### src/rtl/core/mcps_pkg.sv
// shared types and constants for the modbus channel poll scheduler
package mcps_pkg;

  localparam int MAX_CHANNELS = 16;
  localparam int IDX_W = (MAX_CHANNELS > 1) ? $clog2(MAX_CHANNELS) : 1;
  localparam int CNT_W = $clog2(MAX_CHANNELS + 1);

  localparam int ACT_W    = 3;
  localparam int SLAVE_W  = 8;
  localparam int TYPE_W   = 2;
  localparam int ADDR_W   = 16;
  localparam int CH_W     = 8;
  localparam int DATA_W   = 16;
  localparam int TIME_W   = 32;

  localparam logic [TIME_W-1:0] PERIOD_RST = 32'd1000;

  typedef enum logic [ACT_W-1:0] {
    ACT_ADD   = 3'd0,
    ACT_POLL  = 3'd1,
    ACT_READ  = 3'd2,
    ACT_WRITE = 3'd3,
    ACT_REPLY = 3'd4
  } action_t;

  typedef enum logic [TYPE_W-1:0] {
    REG_COIL     = 2'd0,
    REG_DISCRETE = 2'd1,
    REG_HOLDING  = 2'd2,
    REG_INPUT    = 2'd3
  } reg_type_t;

  typedef enum logic [1:0] {
    ST_IDLE,
    ST_EXEC,
    ST_SCAN,
    ST_RESULT
  } state_t;

  // controller to datapath
  typedef struct packed {
    logic capture;
    logic exec;
    logic scan_init;
    logic scan_step;
    logic load_out;
  } cmd_t;

  // datapath to controller
  typedef struct packed {
    logic poll_go;
    logic hit;
    logic last;
    logic out_free;
  } sts_t;

endpackage

### src/rtl/core/mcps_ctrl.sv
// controller state machine for the poll scheduler
module mcps_ctrl (
  input  logic          clk,
  input  logic          rst_n,
  input  logic          in_valid,
  input  mcps_pkg::sts_t sts,
  output mcps_pkg::cmd_t cmd,
  output logic          in_stall
);

  mcps_pkg::state_t state_r;
  mcps_pkg::state_t state_nxt;

  always_ff @(posedge clk) begin
    if (!rst_n) begin
      state_r <= mcps_pkg::ST_IDLE;
    end else begin
      state_r <= state_nxt;
    end
  end

  always_comb begin
    state_nxt = state_r;
    case (state_r)
      mcps_pkg::ST_IDLE: begin
        if (in_valid) state_nxt = mcps_pkg::ST_EXEC;
      end
      mcps_pkg::ST_EXEC: begin
        state_nxt = sts.poll_go ? mcps_pkg::ST_SCAN : mcps_pkg::ST_RESULT;
      end
      mcps_pkg::ST_SCAN: begin
        if (sts.hit || sts.last) state_nxt = mcps_pkg::ST_RESULT;
      end
      mcps_pkg::ST_RESULT: begin
        if (sts.out_free) state_nxt = mcps_pkg::ST_IDLE;
      end
      default: state_nxt = mcps_pkg::ST_IDLE;
    endcase
  end

  always_comb begin
    cmd      = '0;
    in_stall = 1'b1;
    case (state_r)
      mcps_pkg::ST_IDLE: begin
        in_stall    = 1'b0;
        cmd.capture = in_valid;
      end
      mcps_pkg::ST_EXEC: begin
        cmd.exec      = 1'b1;
        cmd.scan_init = sts.poll_go;
      end
      mcps_pkg::ST_SCAN: begin
        cmd.scan_step = 1'b1;
      end
      mcps_pkg::ST_RESULT: begin
        cmd.load_out = sts.out_free;
      end
      default: begin
        in_stall = 1'b1;
      end
    endcase
  end

endmodule

### src/rtl/core/mcps_dp.sv
// datapath: channel table, scan pointer, period register and result registers
module mcps_dp (
  input  logic                         clk,
  input  logic                         rst_n,
  input  mcps_pkg::cmd_t               cmd,
  output mcps_pkg::sts_t               sts,
  input  logic                         cfg_wr_en,
  input  logic [mcps_pkg::TIME_W-1:0]  cfg_wr_data,
  input  logic [mcps_pkg::ACT_W-1:0]   in_action,
  input  logic [mcps_pkg::SLAVE_W-1:0] in_slave_addr,
  input  logic [mcps_pkg::TYPE_W-1:0]  in_reg_type,
  input  logic [mcps_pkg::ADDR_W-1:0]  in_reg_addr,
  input  logic [mcps_pkg::CH_W-1:0]    in_channel,
  input  logic [mcps_pkg::DATA_W-1:0]  in_value,
  input  logic [mcps_pkg::TIME_W-1:0]  in_now_ms,
  input  logic                         in_master_busy,
  input  logic                         in_master_accepts,
  output logic                         out_valid,
  input  logic                         out_stall,
  output logic                         out_request_valid,
  output logic [mcps_pkg::SLAVE_W-1:0] out_req_slave_addr,
  output logic [mcps_pkg::TYPE_W-1:0]  out_req_reg_type,
  output logic [mcps_pkg::ADDR_W-1:0]  out_req_reg_addr,
  output logic [mcps_pkg::CH_W-1:0]    out_req_channel,
  output logic [mcps_pkg::DATA_W-1:0]  out_read_data
);

  localparam int N     = mcps_pkg::MAX_CHANNELS;
  localparam int IDX_W = mcps_pkg::IDX_W;
  localparam int CNT_W = mcps_pkg::CNT_W;
  localparam logic [mcps_pkg::TIME_W-1:0] PERIOD_RST_W = mcps_pkg::PERIOD_RST;

  // channel table
  logic [mcps_pkg::SLAVE_W-1:0] tbl_slave_r [N];
  logic [mcps_pkg::TYPE_W-1:0]  tbl_type_r  [N];
  logic [mcps_pkg::ADDR_W-1:0]  tbl_addr_r  [N];
  logic [mcps_pkg::DATA_W-1:0]  tbl_data_r  [N];
  logic [mcps_pkg::TIME_W-1:0]  tbl_last_r  [N];

  logic [CNT_W-1:0] count_r;
  logic [IDX_W-1:0] ptr_r;
  logic [mcps_pkg::TIME_W-1:0] period_r;

  // captured item
  logic [mcps_pkg::ACT_W-1:0]   act_r;
  logic [mcps_pkg::SLAVE_W-1:0] slave_r;
  logic [mcps_pkg::TYPE_W-1:0]  type_r;
  logic [mcps_pkg::ADDR_W-1:0]  addr_r;
  logic [mcps_pkg::CH_W-1:0]    ch_r;
  logic [mcps_pkg::DATA_W-1:0]  value_r;
  logic [mcps_pkg::TIME_W-1:0]  now_r;
  logic                         busy_r;
  logic                         accepts_r;

  // scan state
  logic [IDX_W-1:0] scan_idx_r;
  logic [IDX_W-1:0] scan_cnt_r;

  // result under construction
  logic                         res_req_r;
  logic [mcps_pkg::SLAVE_W-1:0] res_slave_r;
  logic [mcps_pkg::TYPE_W-1:0]  res_type_r;
  logic [mcps_pkg::ADDR_W-1:0]  res_addr_r;
  logic [mcps_pkg::CH_W-1:0]    res_ch_r;
  logic [mcps_pkg::DATA_W-1:0]  res_data_r;

  // output register
  logic                         out_valid_r;
  logic                         out_req_r;
  logic [mcps_pkg::SLAVE_W-1:0] out_slave_r;
  logic [mcps_pkg::TYPE_W-1:0]  out_type_r;
  logic [mcps_pkg::ADDR_W-1:0]  out_addr_r;
  logic [mcps_pkg::CH_W-1:0]    out_ch_r;
  logic [mcps_pkg::DATA_W-1:0]  out_data_r;

  logic                         ch_ok;
  logic                         full;
  logic [IDX_W-1:0]             rd_idx;
  logic [mcps_pkg::TYPE_W-1:0]  rd_type;
  logic [mcps_pkg::DATA_W-1:0]  rd_data;
  logic [mcps_pkg::TIME_W-1:0]  elapsed;
  logic                         hit;
  logic                         idx_wraps;
  logic [IDX_W-1:0]             idx_next;
  logic                         add_we;
  logic                         data_we;
  logic [IDX_W-1:0]             data_waddr;
  logic [mcps_pkg::DATA_W-1:0]  data_wdata;
  logic                         last_we;
  logic [IDX_W-1:0]             last_waddr;
  logic [IDX_W-1:0]             add_idx;

  assign full    = (count_r == CNT_W'(N));
  assign ch_ok   = (ch_r < mcps_pkg::CH_W'(count_r));
  assign add_idx = count_r[IDX_W-1:0];

  // single read port shared by the scan and indexed accesses
  assign rd_idx  = cmd.scan_step ? scan_idx_r : ch_r[IDX_W-1:0];
  assign rd_type = tbl_type_r[rd_idx];
  assign rd_data = tbl_data_r[rd_idx];
  assign elapsed = now_r - tbl_last_r[rd_idx];
  assign hit     = (elapsed >= period_r);

  assign idx_wraps = ((CNT_W'(scan_idx_r) + CNT_W'(1)) == count_r);
  assign idx_next  = idx_wraps ? '0 : scan_idx_r + IDX_W'(1);

  always_comb begin
    add_we     = cmd.exec && (act_r == mcps_pkg::ACT_ADD) && !full;
    data_we    = 1'b0;
    data_waddr = ch_r[IDX_W-1:0];
    data_wdata = value_r;
    if (add_we) begin
      data_we    = 1'b1;
      data_waddr = add_idx;
      data_wdata = '0;
    end else if (cmd.exec && ch_ok && (act_r == mcps_pkg::ACT_REPLY)) begin
      data_we = 1'b1;
    end else if (cmd.exec && ch_ok && (act_r == mcps_pkg::ACT_WRITE)) begin
      if (rd_type == mcps_pkg::REG_COIL) begin
        data_we    = 1'b1;
        data_wdata = (value_r != '0) ? mcps_pkg::DATA_W'(1) : '0;
      end else if (rd_type == mcps_pkg::REG_DISCRETE) begin
        data_we = 1'b1;
      end
    end
    last_we    = add_we || (cmd.scan_step && hit);
    last_waddr = add_we ? add_idx : scan_idx_r;
  end

  always_ff @(posedge clk) begin
    if (add_we) begin
      tbl_slave_r[add_idx] <= slave_r;
      tbl_type_r[add_idx]  <= type_r;
      tbl_addr_r[add_idx]  <= addr_r;
    end
    if (data_we) tbl_data_r[data_waddr] <= data_wdata;
    if (last_we) tbl_last_r[last_waddr] <= now_r;
  end

  always_ff @(posedge clk) begin
    if (!rst_n) begin
      count_r  <= '0;
      ptr_r    <= '0;
      period_r <= PERIOD_RST_W;
    end else begin
      if (cfg_wr_en) period_r <= cfg_wr_data;
      if (add_we) count_r <= count_r + CNT_W'(1);
      if (cmd.scan_step && hit) ptr_r <= idx_next;
    end
  end

  // item capture and scan bookkeeping
  always_ff @(posedge clk) begin
    if (cmd.capture) begin
      act_r     <= in_action;
      slave_r   <= in_slave_addr;
      type_r    <= in_reg_type;
      addr_r    <= in_reg_addr;
      ch_r      <= in_channel;
      value_r   <= in_value;
      now_r     <= in_now_ms;
      busy_r    <= in_master_busy;
      accepts_r <= in_master_accepts;
    end
    if (cmd.scan_init) begin
      scan_idx_r <= ptr_r;
      scan_cnt_r <= '0;
    end else if (cmd.scan_step) begin
      scan_idx_r <= idx_next;
      scan_cnt_r <= scan_cnt_r + IDX_W'(1);
    end
  end

  always_ff @(posedge clk) begin
    if (cmd.capture) begin
      res_req_r   <= 1'b0;
      res_slave_r <= '0;
      res_type_r  <= '0;
      res_addr_r  <= '0;
      res_ch_r    <= '0;
      res_data_r  <= '0;
    end else if (cmd.exec && ch_ok && (act_r == mcps_pkg::ACT_READ)) begin
      res_data_r <= rd_data;
    end else if (cmd.scan_step && hit) begin
      res_req_r   <= 1'b1;
      res_slave_r <= tbl_slave_r[rd_idx];
      res_type_r  <= rd_type;
      res_addr_r  <= tbl_addr_r[rd_idx];
      res_ch_r    <= mcps_pkg::CH_W'(scan_idx_r);
    end
  end

  // output register, freed by a transfer on the result side
  always_ff @(posedge clk) begin
    if (!rst_n) begin
      out_valid_r <= 1'b0;
    end else if (cmd.load_out) begin
      out_valid_r <= 1'b1;
    end else if (!out_stall) begin
      out_valid_r <= 1'b0;
    end
  end

  always_ff @(posedge clk) begin
    if (cmd.load_out) begin
      out_req_r   <= res_req_r;
      out_slave_r <= res_slave_r;
      out_type_r  <= res_type_r;
      out_addr_r  <= res_addr_r;
      out_ch_r    <= res_ch_r;
      out_data_r  <= res_data_r;
    end
  end

  assign sts.poll_go  = (act_r == mcps_pkg::ACT_POLL) && !busy_r && accepts_r &&
                        (count_r != '0);
  assign sts.hit      = hit;
  assign sts.last     = ((CNT_W'(scan_cnt_r) + CNT_W'(1)) == count_r);
  assign sts.out_free = !out_valid_r || !out_stall;

  assign out_valid          = out_valid_r;
  assign out_request_valid  = out_req_r;
  assign out_req_slave_addr = out_slave_r;
  assign out_req_reg_type   = out_type_r;
  assign out_req_reg_addr   = out_addr_r;
  assign out_req_channel    = out_ch_r;
  assign out_read_data      = out_data_r;

endmodule

### src/rtl/core/modbus_channel_poll_scheduler.sv
// top level of the round robin modbus channel poll scheduler
//
// input channel: in_valid / in_stall carry one action (add, poll tick, read,
// write, reply) with all of its fields. output channel: out_valid / out_stall
// carry exactly one result per accepted action.
// cfg_wr_en / cfg_wr_data write the poll period in milliseconds (reset 1000).
// one action is worked on at a time: in_stall is high from the transfer until
// its result is loaded into the output register.
// add, read, write, reply and a poll tick that scans nothing go from the
// execute state straight to the result state; out_valid rises once the
// result is loaded into the output register. a scanning poll tick walks the
// table one entry per cycle through the single table read port, up to and
// including the first entry due (at most the entry count, 16).
// the output register lets the next action transfer while a result waits;
// a stalled receiver holds the result and, once a second result is ready,
// holds the input side too.
// synchronous reset empties the table, clears the round robin pointer and the
// output register and restores the period.
module modbus_channel_poll_scheduler (
  input  logic                         clk,
  input  logic                         rst_n,
  input  logic                         cfg_wr_en,
  input  logic [mcps_pkg::TIME_W-1:0]  cfg_wr_data,
  input  logic                         in_valid,
  output logic                         in_stall,
  input  logic [mcps_pkg::ACT_W-1:0]   in_action,
  input  logic [mcps_pkg::SLAVE_W-1:0] in_slave_addr,
  input  logic [mcps_pkg::TYPE_W-1:0]  in_reg_type,
  input  logic [mcps_pkg::ADDR_W-1:0]  in_reg_addr,
  input  logic [mcps_pkg::CH_W-1:0]    in_channel,
  input  logic [mcps_pkg::DATA_W-1:0]  in_value,
  input  logic [mcps_pkg::TIME_W-1:0]  in_now_ms,
  input  logic                         in_master_busy,
  input  logic                         in_master_accepts,
  output logic                         out_valid,
  input  logic                         out_stall,
  output logic                         out_request_valid,
  output logic [mcps_pkg::SLAVE_W-1:0] out_req_slave_addr,
  output logic [mcps_pkg::TYPE_W-1:0]  out_req_reg_type,
  output logic [mcps_pkg::ADDR_W-1:0]  out_req_reg_addr,
  output logic [mcps_pkg::CH_W-1:0]    out_req_channel,
  output logic [mcps_pkg::DATA_W-1:0]  out_read_data
);

  mcps_pkg::cmd_t cmd;
  mcps_pkg::sts_t sts;

  mcps_ctrl u_ctrl (
    .clk      (clk),
    .rst_n    (rst_n),
    .in_valid (in_valid),
    .sts      (sts),
    .cmd      (cmd),
    .in_stall (in_stall)
  );

  mcps_dp u_dp (
    .clk                (clk),
    .rst_n              (rst_n),
    .cmd                (cmd),
    .sts                (sts),
    .cfg_wr_en          (cfg_wr_en),
    .cfg_wr_data        (cfg_wr_data),
    .in_action          (in_action),
    .in_slave_addr      (in_slave_addr),
    .in_reg_type        (in_reg_type),
    .in_reg_addr        (in_reg_addr),
    .in_channel         (in_channel),
    .in_value           (in_value),
    .in_now_ms          (in_now_ms),
    .in_master_busy     (in_master_busy),
    .in_master_accepts  (in_master_accepts),
    .out_valid          (out_valid),
    .out_stall          (out_stall),
    .out_request_valid  (out_request_valid),
    .out_req_slave_addr (out_req_slave_addr),
    .out_req_reg_type   (out_req_reg_type),
    .out_req_reg_addr   (out_req_reg_addr),
    .out_req_channel    (out_req_channel),
    .out_read_data      (out_read_data)
  );

endmodule

### config.mk
export PLATFORM = sky130hd
export DESIGN_NAME = modbus_channel_poll_scheduler
export DESIGN_NICKNAME = d
export VERILOG_FILES = /design/src/rtl/core/mcps_pkg.sv /design/src/rtl/core/mcps_ctrl.sv /design/src/rtl/core/mcps_dp.sv /design/src/rtl/core/modbus_channel_poll_scheduler.sv
export SDC_FILE = /design/constraint.sdc
export NUM_CORES = 2
export LEC_CHECK = 0
export BUFFER_PORTS_ARGS = -buffer_cell sky130_fd_sc_hd__buf_2
export CORE_ASPECT_RATIO = 1.4
export CORE_UTILIZATION = 37
export CTS_CLUSTER_DIAMETER = 50
export DETAILED_ROUTE_END_ITERATION = 10
export PLACE_DENSITY = 0.55
export SLEW_MARGIN = 20
export SYNTH_ARGS = -nofsm -noshare
export SYNTH_HDL_FRONTEND = slang
export SYNTH_HIERARCHICAL = 1
export SYNTH_SLANG_ARGS = --single-unit
### constraint.sdc
create_clock -name clk -period 9.6 [get_ports clk]
set_clock_uncertainty 0.15 [all_clocks]
set_input_delay 0.48 -clock clk [delete_from_list [all_inputs] [get_ports clk]]
set_output_delay 0.48 -clock clk [all_outputs]
set_load 0.1 [all_outputs]
==> results.ini <==
[run_status]
outcome=finished, final reports clean

[synthesis]
synthTopCellsByArea=edfxtp_1 (70%), mux4_2 (8.8%), nand2_1 (3.9%), dfxtp_1 (3.3%), nand3_1 (2.2%)
synth.distinct_cells=70
synth.ff_latch_count=1417
postSynth.asyncResetShare_pct=0
netlist_instances=3513
synthesis.area_per_instance_sq_um=16.20
synth_enable_flop_cells=1322
synth_largest_type_area_fraction_pct=69.77
yosysSeqAreaShare_pct=73.11
yosysWarnings=6
syn-cell-area_sq_um=56900
post-synth-top-area-cell=edfxtp_1
synthFlopType=edfxtp_1

[placed_design]
gp_routability_congestion=0.8182
portBuffers=172
detailedPlacementHpwl_um=85030

[power]
powerDensity_nw_per_um2=273.7
max_ir_drop_vdd_mv=0.2346
power_leakage_nw=22.56

[timing]
fin_crit_sh_pct=92.08
grt_setup_unrepaired=false
worst-slew-pin-transition_ps=1175
maxClockFrequency_mhz=113.1
final_count_of_hold_timing_violations=0
timing.slew.headroom_pct=21.30
layout_min_cycle_time_ps=8839
finalSetupViolations=0
final_max_slew_viol_count=0
tns_ps=0
whs_ps=94.99

[cts]
clockRootBuffer=clkbuf_16
cts-buffers-inserted=150
clock_tree.htree_level_count=4
maximum_buffer_depth_of_the_clock_tree=3
path_clk_slew_ps=60
tritoncts_clock_tree=yes
clk-insertion-delay-late_ps=800
cts.repair.resized=0
numClockSinks=1417

[critical_path]
crit-reg2reg-capture=u_dp/tbl_last_r[7][10]
worstPathArrival_ps=9160
startpoint=u_ctrl/state_r[0]
critical_path.startpoint_type=flop
r2r-start=u_ctrl/state_r[0]
worstRegToRegCells=28
critical-path-max-stage-delay_ps=680
timing.critical_path.slowest_stage_cell=a211oi_1
critical_path.endpoint=u_dp/tbl_last_r[7][10]
path_max_fanout=48
crit_required_ps=9920
setup.worst_path.class=reg2reg
path_common_cell=buf_4
critPathCaptureType=flop
setup.reg_to_reg.worst_slack_ps=760

[finish]
n_fill_cell=13320
post_route_cells_drive_above_1_share_pct=19.36
final_net_count=4066
areaGrowthSynthToFinish_pct=16.99

[detailed_routing]
detail_route.first_pass.iterations=5
routedWlPerCell_um=24.78
drt.antenna.violating_nets=0
drt_first_iter_violations=2650
finalWirelength_um=147600
routed-via-count=32340
remaining_drc_errors=0
detail_route.vias_per_cell=5.429

[floorplan]
die_area_sq_um=155400
pin_count=177
std_cell_rows=169
core-area_sq_um=152000
chipHeight_um=466.0
start_util_pct=37.42
die-width_um=333.4

[global_route]
gr-usage-all-layers_pct=18.96
grt_antenna_before_repair=5
grt_pass1_vias=32820
overflow=0
grt_first_pass_wirelength_um=217400
maximum_number_of_pins_on_one_net_before_global_route_repair=79

[worst_hold_path]
hold-path-cell-count=4
hold_path.class=in2reg

[job]
cap_violations=0

==> state kept, by name, summed over array words and instances (netlist names), 16 cells and up <==
name	flops
u_dp/tbl_addr_r	256
u_dp/res_data_r	16
u_dp/addr_r	16
u_dp/res_addr_r	16
u_dp/value_r	16
u_dp/tbl_type_r	32
u_dp/tbl_slave_r	128
u_dp/now_r	32
u_dp/period_r	32
u_dp/out_req_reg_addr	16
u_dp/tbl_data_r	256
u_dp/out_read_data	16
u_dp/tbl_last_r	512
==> through the flow <==
step / power, W / instances / instance area, sq um / worst slack (ps) / util, %
2_1_floorplan: 0.01102 / 3516 / 56910 / 1280 / -
5_1_grt: 0.01906 / 5955 / 66560 / 174.9 / 43.78
6_report: 0.01822 / 5956 / 66570 / 760.6 / 43.78
3_3_place_gp: 0.01249 / 5545 / 60270 / 887.1 / 39.64
3_5_place_dp: 0.01253 / 5545 / 60270 / 795.1 / 39.64
4_1_cts: 0.01839 / 5953 / 66540 / 738.4 / 43.77
==> timing repair <==
action,4_1_cts,5_1_grt
hold buffers,131,0
endpoints found under the hold margin,120,0
setup buffers,0,0
setup endpoints to repair,0,0
==> critical path: cells and delay by family (launching register included) <==
family / cells / cell delay, ps
simple gates: 8 / 1400
flops: 1 / 410
fa+ha+maj: 3 / 790
compound gates: 8 / 2440
buf+inv: 7 / 1990
mux: 2 / 1190
==> cell type report <==
class / instances / area (sq um) / share of cell area, %
Sequential cell: 1417 / 41600 / 62.50
Clock inverter: 94 / 987.2 / 1.483
Inverter: 55 / 206.4 / 0.3101
Multi-Input combinational cell: 1844 / 14420 / 21.66
Timing Repair Buffer: 395 / 2908 / 4.368
Clock buffer: 183 / 3978 / 5.975
Antenna cell: 2 / 5.005 / 0.007519
Tap cell: 1966 / 2460 / 3.695
==> logic make-up after synthesis <==
kind of cell / after synthesis / share of synthesized area, %
mux: 272 / 9.706
other cells: 1 / 0.006591
buf+inv: 255 / 2.131
xor+xnor: 43 / 0.6619
fa+ha+maj: 79 / 1.750
compound gates: 345 / 3.963
simple gates: 1101 / 8.669
flops: 1417 / 73.11
==> cell usage after synthesis, drive strengths merged, types with 5 or more instances <==
| cell type | n |
|---|---|
| a211oi | 8 |
| a21boi | 5 |
| a21o | 23 |
| a21oi | 111 |
| a311o | 18 |
| a311oi | 35 |
| a31oi | 36 |
| and2 | 51 |
| and3 | 54 |
| and4 | 7 |
| buf | 94 |
| clkbuf | 106 |
| dfxtp | 95 |
| edfxtp | 1322 |
| ha | 78 |
| inv | 54 |
| mux2 | 5 |
| mux2i | 44 |
| mux4 | 223 |
| nand2 | 589 |
| nand2b | 9 |
| nand3 | 254 |
| nand4 | 13 |
| nor2 | 71 |
| nor2b | 9 |
| nor3 | 21 |
| nor4 | 6 |
| o211ai | 9 |
| o21ai | 61 |
| o31ai | 5 |
| xnor2 | 29 |
| xor2 | 14 |
==> cells in the final DEF, fill, tap and decap left out, drive strengths merged, types with 23 or more instances in the layout <==
cell,count
nand2,589
ha,78
edfxtp,1322
inv,72
a21o,23
dlygate4sd3,131
nand3,254
clkbuf,183
a21oi,111
a311oi,35
buf,264
clkinv,58
dfxtp,95
mux2i,44
and2,51
a31oi,36
and3,54
xnor2,29
o21ai,61
mux4,223
nor2,71
==> power breakdown <==
part / total [W] / internal [W] / switching (W)
clock: 0.00580 / 0.00330 / 0.00250
sequential: 0.00760 / 0.00728 / 0.000322
combinational: 0.00482 / 0.00182 / 0.00300
total: 0.0182 / 0.0124 / 0.00582
==> layer usage <==
layer  global-route usage [%]  part of all wire (%)  vias up
met2                    31.85                    49     1066
met4                    5.446                   2.2        4
met3                    2.912                   5.6      216
met1                    25.46                    43    16770
li1                         -                     -    14280
met5                        0                 0.021        -
==> worst min-delay path by stage <==
stage,slack (ps),from,end
after floorplan,260,u_dp/res_ch_r[0],u_dp/out_req_channel[0]
after global placement,260,u_dp/res_data_r[5],u_dp/out_read_data[5]
after detailed placement,270,u_dp/res_addr_r[14],u_dp/out_req_reg_addr[14]
after CTS,8,in_valid,u_ctrl/state_r[1]
after global routing,70,in_valid,u_ctrl/state_r[1]
final,90,in_valid,u_ctrl/state_r[1]
Power figures use the tool's default switching activity.
